<file path="config.mk">
export PLATFORM = sky130hd
export DESIGN_NAME = orwo_ctrl
export DESIGN_NICKNAME = d
export VERILOG_FILES = /design/src/rtl/orwo_pkg.sv /design/src/rtl/orwo_ctrl.sv
export VERILOG_INCLUDE_DIRS = /design/src /design/src/rtl
export SDC_FILE = /design/constraint.sdc
export NUM_CORES = 1
export LEC_CHECK = 0
export BUFFER_PORTS_ARGS = -buffer_cell sky130_fd_sc_hd__buf_2
export CORE_AREA = 2 2 39 41
export DETAILED_ROUTE_END_ITERATION = 6
export DIE_AREA = 0 0 41 43
export HOLD_SLACK_MARGIN = 0.03
export PLACE_DENSITY_LB_ADDON = 0.3
export SLEW_MARGIN = 15
export SYNTH_ARGS = -nofsm -noshare
export SYNTH_HDL_FRONTEND = slang
export SYNTH_SLANG_ARGS = --single-unit
</file>
<file path="constraint.sdc">
create_clock -name clk_i -period 1.01 [get_ports clk_i]
set_input_delay 0.202 -clock clk_i [delete_from_list [all_inputs] [get_ports clk_i]]
set_output_delay 0.202 -clock clk_i [all_outputs]
set_load 0.02 [all_outputs]
</file>
<file path="src/rtl/opt_reuse_window_oracle_assert.svh">
// ----------------------------------------------------------------------------
// Reuse window oracle assertion macros
// Concurrent assertion wrappers clocked on clk_i and disabled in reset.
// ----------------------------------------------------------------------------
`ifndef OPT_REUSE_WINDOW_ORACLE_ASSERT_SVH
`define OPT_REUSE_WINDOW_ORACLE_ASSERT_SVH

`ifndef SYNTHESIS

`define ORWO_ASSERT(lbl, prop, msg) \
  lbl: assert property (@(posedge clk_i) disable iff (!rst_ni) prop) else $error(msg);

`define ORWO_ASSERT_IMPL(lbl, ante, cons, msg) `ORWO_ASSERT(lbl, (ante) |-> (cons), msg)

`define ORWO_ASSERT_NEXT(lbl, ante, cons, msg) `ORWO_ASSERT(lbl, (ante) |=> (cons), msg)

`else

`define ORWO_ASSERT(lbl, prop, msg)

`define ORWO_ASSERT_IMPL(lbl, ante, cons, msg)

`define ORWO_ASSERT_NEXT(lbl, ante, cons, msg)

`endif

`endif

</file>
<file path="src/rtl/orwo_pkg.sv">
// ----------------------------------------------------------------------------
// Reuse window oracle package
// Sizes and the command/status bundles shared by controller and datapath.
// ----------------------------------------------------------------------------
package orwo_pkg;

  localparam int WAYS              = 16;
  localparam int SETS              = 64;
  localparam int HISTORY_MAX       = 128;
  localparam int BLOCK_OFFSET_BITS = 6;

  localparam int ADDR_IN_W = 64;
  localparam int SET_IN_W  = 6;
  localparam int HLEN_W    = 8;

  localparam int LINE_W = ADDR_IN_W - BLOCK_OFFSET_BITS;
  localparam int SET_W  = (SETS > 1) ? $clog2(SETS) : 1;
  localparam int SLOT_W = $clog2(HISTORY_MAX);
  localparam int FILL_W = $clog2(HISTORY_MAX + 1);
  localparam int OCC_W  = $clog2(WAYS + 1);
  localparam int ADDR_W = $clog2(SETS * HISTORY_MAX);

  typedef struct packed {
    logic load;       // latch transaction, read set metadata
    logic append;     // trim window, write new entry
    logic search;     // walk window backward
    logic start_inc;  // arm increment walk at matched entry
    logic inc;        // increment walk
  } orwo_cmd_t;

  typedef struct packed {
    logic cmp_vld;
    logic tag_eq;
    logic occ_full;
    logic last_pos;
    logic search_idle;
    logic inc_idle;
  } orwo_status_t;

endpackage

</file>
<file path="src/rtl/orwo_ctrl.sv">
// ----------------------------------------------------------------------------
// Reuse window oracle controller
// Sequences metadata read, append, backward search and increment walk.
// ----------------------------------------------------------------------------
`include "opt_reuse_window_oracle_assert.svh"

module orwo_ctrl (
  input  logic                   clk_i,
  input  logic                   rst_ni,
  input  logic                   start_i,
  output logic                   busy_o,
  output orwo_pkg::orwo_cmd_t    cmd_o,
  input  orwo_pkg::orwo_status_t status_i,
  output logic                   result_valid_o,
  output logic                   opt_hit_o,
  output logic                   reuse_found_o
);
  import orwo_pkg::*;

  localparam logic [1:0] S_IDLE   = 2'd0;
  localparam logic [1:0] S_META   = 2'd1;
  localparam logic [1:0] S_SEARCH = 2'd2;
  localparam logic [1:0] S_INC    = 2'd3;

  logic [1:0] state_q, state_d;
  logic       valid_q, valid_d;
  logic       hit_q, hit_d;
  logic       found_q, found_d;

  always_comb begin
    state_d = state_q;
    valid_d = 1'b0;
    hit_d   = hit_q;
    found_d = found_q;
    cmd_o   = '0;
    unique case (state_q)
      S_IDLE: begin
        if (start_i) begin
          cmd_o.load = 1'b1;
          state_d    = S_META;
        end
      end
      S_META: begin
        cmd_o.append = 1'b1;
        state_d      = S_SEARCH;
      end
      S_SEARCH: begin
        cmd_o.search = 1'b1;
        if (status_i.cmp_vld && status_i.tag_eq) begin
          if (status_i.occ_full) begin
            valid_d = 1'b1;
            hit_d   = 1'b0;
            found_d = 1'b1;
            state_d = S_IDLE;
          end else begin
            cmd_o.start_inc = 1'b1;
            state_d         = S_INC;
          end
        end else if ((status_i.cmp_vld && status_i.last_pos) || status_i.search_idle) begin
          valid_d = 1'b1;
          hit_d   = 1'b0;
          found_d = 1'b0;
          state_d = S_IDLE;
        end
      end
      S_INC: begin
        cmd_o.inc = 1'b1;
        if (status_i.inc_idle) begin
          valid_d = 1'b1;
          hit_d   = 1'b1;
          found_d = 1'b1;
          state_d = S_IDLE;
        end
      end
      default: state_d = S_IDLE;
    endcase
  end

  always_ff @(posedge clk_i or negedge rst_ni) begin
    if (!rst_ni) begin
      state_q <= S_IDLE;
      valid_q <= 1'b0;
    end else begin
      state_q <= state_d;
      valid_q <= valid_d;
    end
  end

  always_ff @(posedge clk_i) begin
    hit_q   <= hit_d;
    found_q <= found_d;
  end

  assign busy_o         = (state_q != S_IDLE);
  assign result_valid_o = valid_q;
  assign opt_hit_o      = hit_q;
  assign reuse_found_o  = found_q;

  `ORWO_ASSERT_NEXT(a_strobe_pulse, valid_q, !valid_q, "result strobe longer than one cycle")
  `ORWO_ASSERT_IMPL(a_hit_has_reuse, valid_q && hit_q, found_q, "opt hit without reuse")
  `ORWO_ASSERT_NEXT(a_start_busy, start_i && !busy_o, busy_o, "accepted transaction not busy")
  `ORWO_ASSERT_IMPL(a_result_idle, valid_q, !busy_o, "result while busy")

endmodule

</file>
==> key figures, run 1 <==
Global route
  • Tot GR Track Use: 10.7%
  • Antenna violations before repair: 0
  • Vias in the first global route: 300
  • Total congestion overflow: 0
  • Largest net degree at the start of global routing: 6
  • First-pass GRT wire length: 1210 um

Clock tree
  • CTS tree: built
  • Cts bufs inserted: 3
  • Root buf cell: clkbuf_4
  • Clk buf depth: 2
  • Sink Count: 5
  • Worst-Skew Late Latency: 250 ps
  • Clock transition at path regs: 50 ps
  • H-tree depth: 1

Worst setup path
  • Number of buffers and inverters on the critical path: 1
  • Worst Path Max Fanout: 5
  • WP data required: 810 ps
  • Worst setup EP type: primary output
  • Cell family with most CP delay: flip-flops
  • CP Launch Type: register
  • Worst path cell trace: and2b_4 > and2_4 > buf_6
  • CP max-delay cell: dfrtp_2
  • Crit path kind: register to primary output
  • Worst stage delay on the critical path: 430 ps
  • Critical Path AT: 1180 ps

Power
  • Max VDD drop: 1.33 mV
  • Pwr/cell area: 2560 mW/mm^2
  • Leakage: 0.298 nW

Placement
  • Post-Place Worst Slack: -141 ps
  • PortBufs: 17
  • RePlAce Congestion: 0.627

Run status
  • Outcome: finished with violations
  • Failing checks: negative setup slack

Routing
  • Initial DRC Count: 4
  • DR WL/cell: 9.80 um
  • DRC Markers: 0
  • Vias/cell: 4.16
  • TritonRoute pass-1 iters: 2
  • Total number of vias: 308
  • ANT nets after route: 0
  • DRT Wirelength: 725 um

Synth
  • Yosys reg bits: 5
  • Seq/Total Area, Yosys: 47.6%
  • Post-Synthesis Cells: 26
  • Primary FF master, synth: dfrtp_1
  • Synth Area per Inst: 10.9 sq um
  • Synth cell types: 20
  • Post-synth ARST share: 60.0%
  • Syn Nets: 35
  • EDFF count, synth: 2
  • Ys Warns: 0
  • Cell area after synthesis: 284 sq um

STA
  • Max frequency: 0.726 GHz
  • Slew @ Worst Pin: 129 ps
  • Period minus WS final: 1380 ps
  • Max Slew Vio Count: 0
  • RSZ-0062 raised after global routing: true
  • Hold Vio Cnt, Final: 0
  • Final WS setup: -368 ps
  • Hold Slack: 244 ps
  • Fin crit share: 136%
  • Final setup fails: 11
  • Clock Skew: 5.71 ps
  • Worst rel slew slack: 91.1%

Floorplan
  • Chip width: 41 um
  • Die area: 0.00176 sq mm
  • Starting Density: 20.5%
  • Die height: 43 um
  • Core footprint: 0.00138 sq mm
  • Cell row count: 14
  • I/O pin cnt: 18

Layout
  • Net count, final: 68
  • Register area: 136 sq um
  • Fraction of layout cells with a size suffix above 1: 70.7%
  • Fillcell total: 140
  • Antenna cells: 0
  • Syn-to-layout area delta: 101%
  • Area of the multi-input gates: 164 sq um

Flow run
  • Max-cap violation count: 0

Hold path
  • Worst min-delay path category: input pin to register
## worst reg2reg max path, stage by stage (launching register included)
cell and delay, ps:
dfrtp_2 430, and2b_4 260, buf_4 110, o211ai_4 60, nand2_2 80
## kinds of logic after synthesis
kind of cell	synth area share, %
AO/OA/AOI/OAI	16.7
buffers and inverters	3.96
multiplexers	3.52
AND/OR/NAND/NOR	28.2
flip-flops	47.6
## synthesized netlist by cell type, types with 2 or more instances
| cell type | count | area [sq um] |
|---|---|---|
| nand2_1 | 2 | 7.51 |
| edfxtp_1 | 2 | 60.1 |
| o21ai_1 | 2 | 10.0 |
| nand3b_1 | 2 | 15.0 |
| dfrtp_1 | 3 | 75.1 |
## state kept, by name, indices dropped and copies added, names as in the netlist
| signal | count |
|---|---|
| state_q | 2 |
| result_valid_o | 1 |
| opt_hit_o | 1 |
| reuse_found_o | 1 |
## layer usage
| layer | up-vias | routed length [um] | share of wire [%] | GRT usage (%) |
|---|---|---|---|---|
| met2 | 14 | 341 | 47 | 14.7 |
| met1 | 135 | 297 | 41 | 13.3 |
| met4 | 0 | 37 | 5.1 | 10.0 |
| met3 | 4 | 49 | 6.8 | 1.57 |
| li1 | 155 | - | - | - |
| met5 | - | 0 | 0 | 0 |
## path summary, 6_finish.rpt
check / start / endpoint / slack (ps) / cells past startpoint
max reg2reg: state_q[0]$_DFFE_PN0P_ / reuse_found_o$_SDFFCE_PN1P_ / -220 / 4
min: status_i[0] / state_q[0]$_DFFE_PN0P_ / 240 / 3
max: state_q[0]$_DFFE_PN0P_ / cmd_o[1] / -370 / 3
min in group asynchronous: rst_ni / result_valid_o$_DFF_PN0_ / 280 / 2
min reg2reg: state_q[0]$_DFFE_PN0P_ / state_q[0]$_DFFE_PN0P_ / 590 / 2
max in group asynchronous: rst_ni / state_q[0]$_DFFE_PN0P_ / 610 / 2
## repair_timing
item | in CTS | in global routing
gates resized for setup | 14 | 5
hold buffers | 1 | 0
buffers inserted | 3 | 2
setup endpoints to repair | 10 | 11
cloned | 0 | 0
endpoints found under the hold margin | 3 | 0
pin swaps | 1 | 2
## power breakdown
| group | switching (W) | total (W) | internal [W] |
|---|---|---|---|
| Clock | 0.0000907 | 0.000241 | 0.000150 |
| Sequential | 0.0000491 | 0.000344 | 0.000295 |
| Combinational | 0.000390 | 0.000875 | 0.000486 |
## layout by cell type, fill, tap and decap left out, drive strengths merged
| master | netlist | final |
|---|---|---|
| o21ai | 2 | 2 |
| edfxtp | 2 | 2 |
| nor2 | 1 | 1 |
| a21o | 1 | 1 |
| buf | 1 | 28 |
| mux2i | 1 | 1 |
| dlygate4sd3 | 0 | 1 |
| o21a | 1 | 1 |
| or2 | 1 | 1 |
| nand2 | 3 | 3 |
| o211ai | 1 | 1 |
| and2b | 2 | 2 |
| o211a | 1 | 1 |
| dfrtp | 3 | 3 |
| and3b | 1 | 1 |
| inv | 1 | 1 |
| nand3b | 2 | 2 |
| clkbuf | 0 | 4 |
| and2 | 2 | 2 |
## per-stage QoR
stage               util [%]  setup TNS (ps)  cell area (sq um)  cells  power (W)
finish                  41.2           -2710                571     74    0.00146
global placement        31.5            -609                435     64   0.000926
floorplan                  -            -564                293     26   0.000725
global route            41.2           -3290                571     74    0.00157
CTS                     38.7           -2200                536     72    0.00137
detailed placement      31.5            -630                435     64   0.000929
## area by class of cell
type / count / share of cell area [%]
inverters: 1 / 0.658
well taps: 16 / 3.51
repair buffers: 29 / 38.6
clock buffers: 4 / 4.61
flip-flops and latches: 5 / 23.9
multi-input cells: 19 / 28.7
(Power assumes the default switching activity.)
==> inputs of run 2 (changes only) <==
- TNS_END_PERCENT: unset -> 50
==> key figures, run 2 (synthesis gave the netlist of run 1 again) <==
STA
  • Worst rel slew slack: 91.1% (about the same)
  • Period minus WS final: 1350 ps (was 1380 ps)
  • Final setup fails: 13 (was 11)
  • Fin crit share: 134% (was 136%)
  • Max frequency: 0.738 GHz (was 0.726 GHz)
  • Max Slew Vio Count: 0 (unchanged)
  • Slew @ Worst Pin: 130 ps (was 129 ps)
  • Clock Skew: 2.25 ps (was 5.71 ps)
  • Hold Vio Cnt, Final: 0 (unchanged)
  • Final WS setup: -344 ps (was -368 ps)
  • RSZ-0062 raised after global routing: true (unchanged)

Worst setup path
  • Worst path cell trace: and2b_4 > and2_4 > buf_6 (unchanged)
  • Number of buffers and inverters on the critical path: 1 (unchanged)
  • Worst setup EP type: primary output (unchanged)
  • Worst Reg-to-Reg Cells: 4 (unchanged)
  • Critical Path End: cmd_o[1] (unchanged)
  • CP max-delay cell: dfrtp_1 (was dfrtp_2)
  • Worst Path Max Fanout: 4 (was 5)
  • WP depth: 3 (unchanged)
  • Crit path kind: register to primary output (unchanged)
  • Cell family with most CP delay: simple AND/OR/NAND/NOR gates (was flip-flops)
  • R2r setup slk: -200 ps (was -220 ps)
  • WP data required: 810 ps (about the same)
  • R2r endpoint: reuse_found_o$_SDFFCE_PN1P_ (unchanged)
  • CP Launch Type: register (unchanged)
  • Critical Path AT: 1150 ps (was 1180 ps)
  • Critical path startpoint: state_q[0]$_DFFE_PN0P_ (unchanged)
  • Worst stage delay on the critical path: 400 ps (was 430 ps)
  • Reg-to-reg startpoint: state_q[0]$_DFFE_PN0P_ (unchanged)

Layout
  • Max FFs per register: 2 (unchanged)
  • Fraction of layout cells with a size suffix above 1: 67.8% (was 70.7%)
  • Syn-to-layout area delta: 106% (was 101%)
  • Final core utilization: 42.3% (was 41.2%)
  • Register area: 135 sq um (was 136 sq um)
  • Commonest non-fill, non-tap cell in the layout: buf_2 (unchanged)
  • Net count, final: 69 (was 68)
  • Cell area after layout: 586 sq um (was 571 sq um)
  • Fillcell total: 151 (was 140)
  • Antenna cells: 0 (unchanged)
  • Commonest non-fill, non-tap cells in the layout: buf_2, buf_6, buf_4 (unchanged)
  • Area of the multi-input gates: 166 sq um (was 164 sq um)
  • Largest Register: state_q (unchanged)

Routing
  • DRT Wirelength: 755 um (was 725 um)
  • Vias/cell: 4.21 (was 4.16)
  • TritonRoute pass-1 iters: 1 (was 2)
  • ANT nets after route: 0 (unchanged)
  • Total number of vias: 316 (was 308)
  • DRC Markers: 0 (unchanged)
  • DR WL/cell: 10.1 um (was 9.80 um)
  • Initial DRC Count: 0 (was 4)

Floorplan
  • Chip width: 41 um (unchanged)
  • Die area: 0.00176 sq mm (unchanged)
  • Core footprint: 0.00138 sq mm (unchanged)
  • Starting Density: 20.5% (unchanged)
  • I/O pin cnt: 18 (unchanged)
  • Die height: 43 um (unchanged)
  • Cell row count: 14 (unchanged)

Clock tree
  • Root buf cell: clkbuf_4 (unchanged)
  • Clock transition at path regs: 40 ps (was 50 ps)
  • Cts bufs inserted: 3 (unchanged)
  • Worst-Skew Late Latency: 240 ps (was 250 ps)
  • Clk buf depth: 2 (unchanged)
  • CTS tree: built (unchanged)
  • H-tree depth: 1 (unchanged)
  • Sink Count: 5 (unchanged)

Placement
  • Dpl cell area: 427 sq um (was 435 sq um)
  • Final HPWL DP: 548 um
  • RePlAce Congestion: 0.699 (was 0.627)
  • PortBufs: 17 (unchanged)

Global route
  • Antenna violations before repair: 0 (unchanged)
  • Total congestion overflow: 0 (unchanged)
  • Largest net degree at the start of global routing: 5 (was 6)
  • Vias in the first global route: 322 (was 300)
  • Tot GR Track Use: 11.0% (was 10.7%)
  • First-pass GRT wire length: 1280 um (was 1210 um)

Hold path
  • Hold_sp: start_i (was status_i[0])
  • Worst min-delay path category: input pin to register (unchanged)
  • Hold Path Stages: 3 (unchanged)

Run status
  • Failing checks: negative setup slack (unchanged)
  • Outcome: finished with violations (unchanged)

Power
  • Max VDD drop: 1.23 mV (was 1.33 mV)
  • Pwr/cell area: 2580 mW/mm^2 (was 2560 mW/mm^2)
  • Leakage: 0.315 nW (was 0.298 nW)

Flow run
  • Max-cap violation count: 0 (unchanged)
==> run 2: cell types whose count changed in the layout (fill, tap and decap cells not counted), sizes merged <==
cell and delta:
buf +1
==> run 2: stage by stage <==
step,TNS [ps],worst slack [ps],std cells,hold slack [ps],total power (W)
3_5_place_dp,-593,-136,63,6.03,0.000930
2_1_floorplan,-599,-163,26,-93.6,0.000724
6_report,-2630,-344,75,258,0.00151
3_3_place_gp,-540,-126,63,5.33,0.000924
5_1_grt,-3160,-381,75,299,0.00160
4_1_cts,-2180,-348,71,262,0.00136
==> run 2: worst min-delay path by stage <==
| stage | slack, ps | end |
|---|---|---|
| floorplan | -90 | result_valid_o$_DFF_PN0_ |
| global placement | 5 | result_valid_o$_DFF_PN0_ |
| detailed placement | 6 | result_valid_o$_DFF_PN0_ |
| CTS | 260 | state_q[0]$_DFFE_PN0P_ |
| global route | 300 | result_valid_o$_DFF_PN0_ |
| finish | 260 | state_q[0]$_DFFE_PN0P_ |
==> run 2: final cells by class <==
cell class                      count  area share (%)
Timing Repair Buffer               30            40.0
Sequential cell                     5            23.1
Multi-Input combinational cell     19            28.4
Clock buffer                        4            4.49
Inverter                            1           0.641
Tap cell                           16            3.42
==> run 2: worst min-delay path, delay by kind of cell <==
kind / cells / cell delay, ps
buffers and inverters: 1 / 80
AOI/OAI and AO/OA: 1 / 110
muxes: 1 / 60
==> run 2: power breakdown <==
| part | internal (W) | switching [W] |
|---|---|---|
| Clock | 0.000149 | 0.0000807 |
| Combinational | 0.000533 | 0.000411 |
| Sequential | 0.000292 | 0.0000434 |
| Total | 0.000974 | 0.000535 |
==> run 2: timing repair <==
action	in CTS	in global routing
hold buffers	1	0
gates cloned	0	0
setup buffers	3	4
gates resized for setup	12	9
pin swaps	2	1
endpoints found under the setup margin	9	12
endpoints found under the hold margin	3	0
==> run 2: metal layers <==
metal	global-route usage, %	up-vias	share of wire [%]
met5	0	-	0
li1	-	158	-
met4	6.00	0	1.9
met3	3.14	2	6.0
met1	12.0	145	41
met2	17.8	11	51
==> inputs of run 3 (changes only) <==
- CELL_PAD_IN_SITES_DETAIL_PLACEMENT: unset -> 0
- CELL_PAD_IN_SITES_GLOBAL_PLACEMENT: unset -> 1
==> key figures, run 3 (synthesis gave the netlist of run 1 again) <==
Clock tree
  • Cts bufs inserted: 3 (unchanged)
  • Worst-Skew Late Latency: 250 ps (was 240 ps)
  • Clock transition at path regs: 50 ps (was 40 ps)
  • Clk buf depth: 2 (unchanged)
  • CTS tree: built (unchanged)
  • Sink Count: 5 (unchanged)
  • Root buf cell: clkbuf_4 (unchanged)
  • H-tree depth: 1 (unchanged)

Global route
  • Total congestion overflow: 0 (unchanged)
  • Vias in the first global route: 299 (was 322)
  • Tot GR Track Use: 9.47% (was 11.0%)
  • First-pass GRT wire length: 1100 um (was 1280 um)
  • Largest net degree at the start of global routing: 6 (was 5)
  • Antenna violations before repair: 0 (unchanged)

Flow run
  • Max-cap violation count: 0 (unchanged)

STA
  • Fin crit share: 132% (was 134%)
  • Hold Vio Cnt, Final: 0 (unchanged)
  • Final WS setup: -323 ps (was -344 ps)
  • Max Slew Vio Count: 0 (unchanged)
  • RSZ-0062 raised after global routing: true (unchanged)
  • Setup TNS: -2380 ps (was -2630 ps)
  • Max frequency: 0.750 GHz (was 0.738 GHz)
  • Slew @ Worst Pin: 160 ps (was 130 ps)
  • Clock Skew: 4.93 ps (was 2.25 ps)
  • Final setup fails: 12 (was 13)
  • Worst rel slew slack: 89.3% (was 91.1%)
  • Period minus WS final: 1330 ps (was 1350 ps)

Floorplan
  • I/O pin cnt: 18 (unchanged)
  • Die height: 43 um (unchanged)
  • Core footprint: 0.00138 sq mm (unchanged)
  • Chip width: 41 um (unchanged)
  • Starting Density: 20.5% (unchanged)
  • Die area: 0.00176 sq mm (unchanged)
  • Cell row count: 14 (unchanged)

Worst setup path
  • WP data required: 810 ps (about the same)
  • Cell family with most CP delay: simple AND/OR/NAND/NOR gates (unchanged)
  • Reg-to-reg startpoint: state_q[0]$_DFFE_PN0P_ (unchanged)
  • Worst path cell trace: and2b_4 > and2_4 > buf_6 (unchanged)
  • CP Launch Type: register (unchanged)
  • R2r setup slk: -210 ps (was -200 ps)
  • Worst Path Max Fanout: 3 (was 4)
  • R2r endpoint: reuse_found_o$_SDFFCE_PN1P_ (unchanged)
  • Worst setup EP type: primary output (unchanged)
  • Number of buffers and inverters on the critical path: 1 (unchanged)
  • Worst stage delay on the critical path: 380 ps (was 400 ps)
  • Worst Reg-to-Reg Cells: 4 (unchanged)
  • Crit path kind: register to primary output (unchanged)
  • Critical Path AT: 1130 ps (was 1150 ps)
  • CP max-delay cell: dfrtp_1 (unchanged)

Placement
  • Dpl cell area: 419 sq um (was 427 sq um)
  • Final HPWL DP: 508 um (was 548 um)
  • Placed Instances: 62 (was 63)
  • PortBufs: 17 (unchanged)
  • RePlAce Congestion: 0.721 (was 0.699)

Layout
  • Fraction of layout cells with a size suffix above 1: 65.5% (was 67.8%)
  • Commonest non-fill, non-tap cells in the layout: buf_2, buf_4, buf_6 (was buf_2, buf_6, buf_4)
  • Largest Register: state_q (unchanged)
  • Cell area after layout: 523 sq um (was 586 sq um)
  • Area of the multi-input gates: 150 sq um (was 166 sq um)
  • Antenna cells: 0 (unchanged)
  • Net count, final: 65 (was 69)
  • Syn-to-layout area delta: 84.1% (was 106%)
  • Max FFs per register: 2 (unchanged)
  • Finished Layout Cells: 71 (was 75)
  • Commonest non-fill, non-tap cell in the layout: buf_2 (unchanged)
  • Register area: 136 sq um (was 135 sq um)
  • Fillcell total: 149 (was 151)

Power
  • Leakage: 0.280 nW (was 0.315 nW)
  • Max VDD drop: 0.734 mV (was 1.23 mV)
  • Pwr/cell area: 2600 mW/mm^2 (was 2580 mW/mm^2)

Run status
  • Outcome: finished with violations (unchanged)
  • Failing checks: negative setup slack (unchanged)

Routing
  • DR WL/cell: 9.63 um (was 10.1 um)
  • Initial DRC Count: 2 (was 0)
  • DRC Markers: 0 (unchanged)
  • TritonRoute pass-1 iters: 2 (was 1)
  • Vias/cell: 3.96 (was 4.21)
  • DRT Wirelength: 684 um (was 755 um)
  • Total number of vias: 281 (was 316)
  • ANT nets after route: 0 (unchanged)

Hold path
  • Hold Path Stages: 3 (unchanged)
  • Hold EP: state_q[0]$_DFFE_PN0P_ (unchanged)
  • Hold_sp: status_i[0] (was start_i)
  • Worst min-delay path category: input pin to register (unchanged)
==> run 3: cell count changes in the layout (fill, tap and decap cells not counted), sizes merged <==
cell and delta:
buf -4
==> run 3: layout make-up <==
class / instances / area share (%)
multi-input cells: 19 / 28.7
inverters: 1 / 0.718
well taps: 16 / 3.83
clock buffers: 4 / 5.02
flip-flops and latches: 5 / 26.1
repair buffers: 26 / 35.6
==> run 3: tightest hold or removal path, cell delays in order <==
cell	delay [ps]
buf_2	90
nand3b_1	100
o21ai_1	60
==> run 3: layer usage <==
metal	routed length, um	share of wire, %	vias to the layer above	track usage, %
met3	39	5.7	2	0.524
li1	-	-	149	-
met1	307	45	119	12.0
met4	15	2.2	0	10.0
met5	0	0	-	0
met2	321	47	11	12.8
==> run 3: worst max path at each step <==
stage | from | end | slack [ps] | cells past startpoint
5_1_grt | state_q[1]$_DFFE_PN0P_ | cmd_o[4] | -370 | 3
3_5_place_dp | state_q[1]$_DFFE_PN0P_ | cmd_o[4] | -140 | 3
3_3_place_gp | state_q[1]$_DFFE_PN0P_ | cmd_o[4] | -150 | 3
4_1_cts | state_q[1]$_DFFE_PN0P_ | cmd_o[4] | -320 | 3
2_1_floorplan | state_q[0]$_DFFE_PN0P_ | opt_hit_o$_DFFE_PP_ | -160 | 3
6_report | state_q[0]$_DFFE_PN0P_ | cmd_o[1] | -320 | 3
==> run 3: metrics by stage <==
stage / power, W / worst slack (ps) / utilization [%] / hold WS (ps)
floorplan: 0.000724 / -163 / - / -93.6
finish: 0.00136 / -323 / 37.8 / 254
CTS: 0.00134 / -325 / 36.8 / 252
detailed placement: 0.000923 / -140 / 30.3 / 2.10
global route: 0.00145 / -368 / 37.8 / 283
global placement: 0.000930 / -151 / 30.3 / 2.66
==> run 3: where the power goes <==
group | switching [W] | internal, W | total [W] | leakage (nW)
Combinational | 0.000369 | 0.000417 | 0.000787 | 0.209
Sequential | 0.0000387 | 0.000295 | 0.000334 | 0.0563
Clock | 0.0000886 | 0.000150 | 0.000238 | 0.0150
Total | 0.000497 | 0.000862 | 0.00136 | 0.280
==> run 3: timing repair <==
item | CTS | global route
setup endpoints to repair | 10 | 11
hold endpoints to repair | 3 | 0
setup buffers | 3 | 1
resized for setup | 11 | 2
hold buffers | 1 | 0
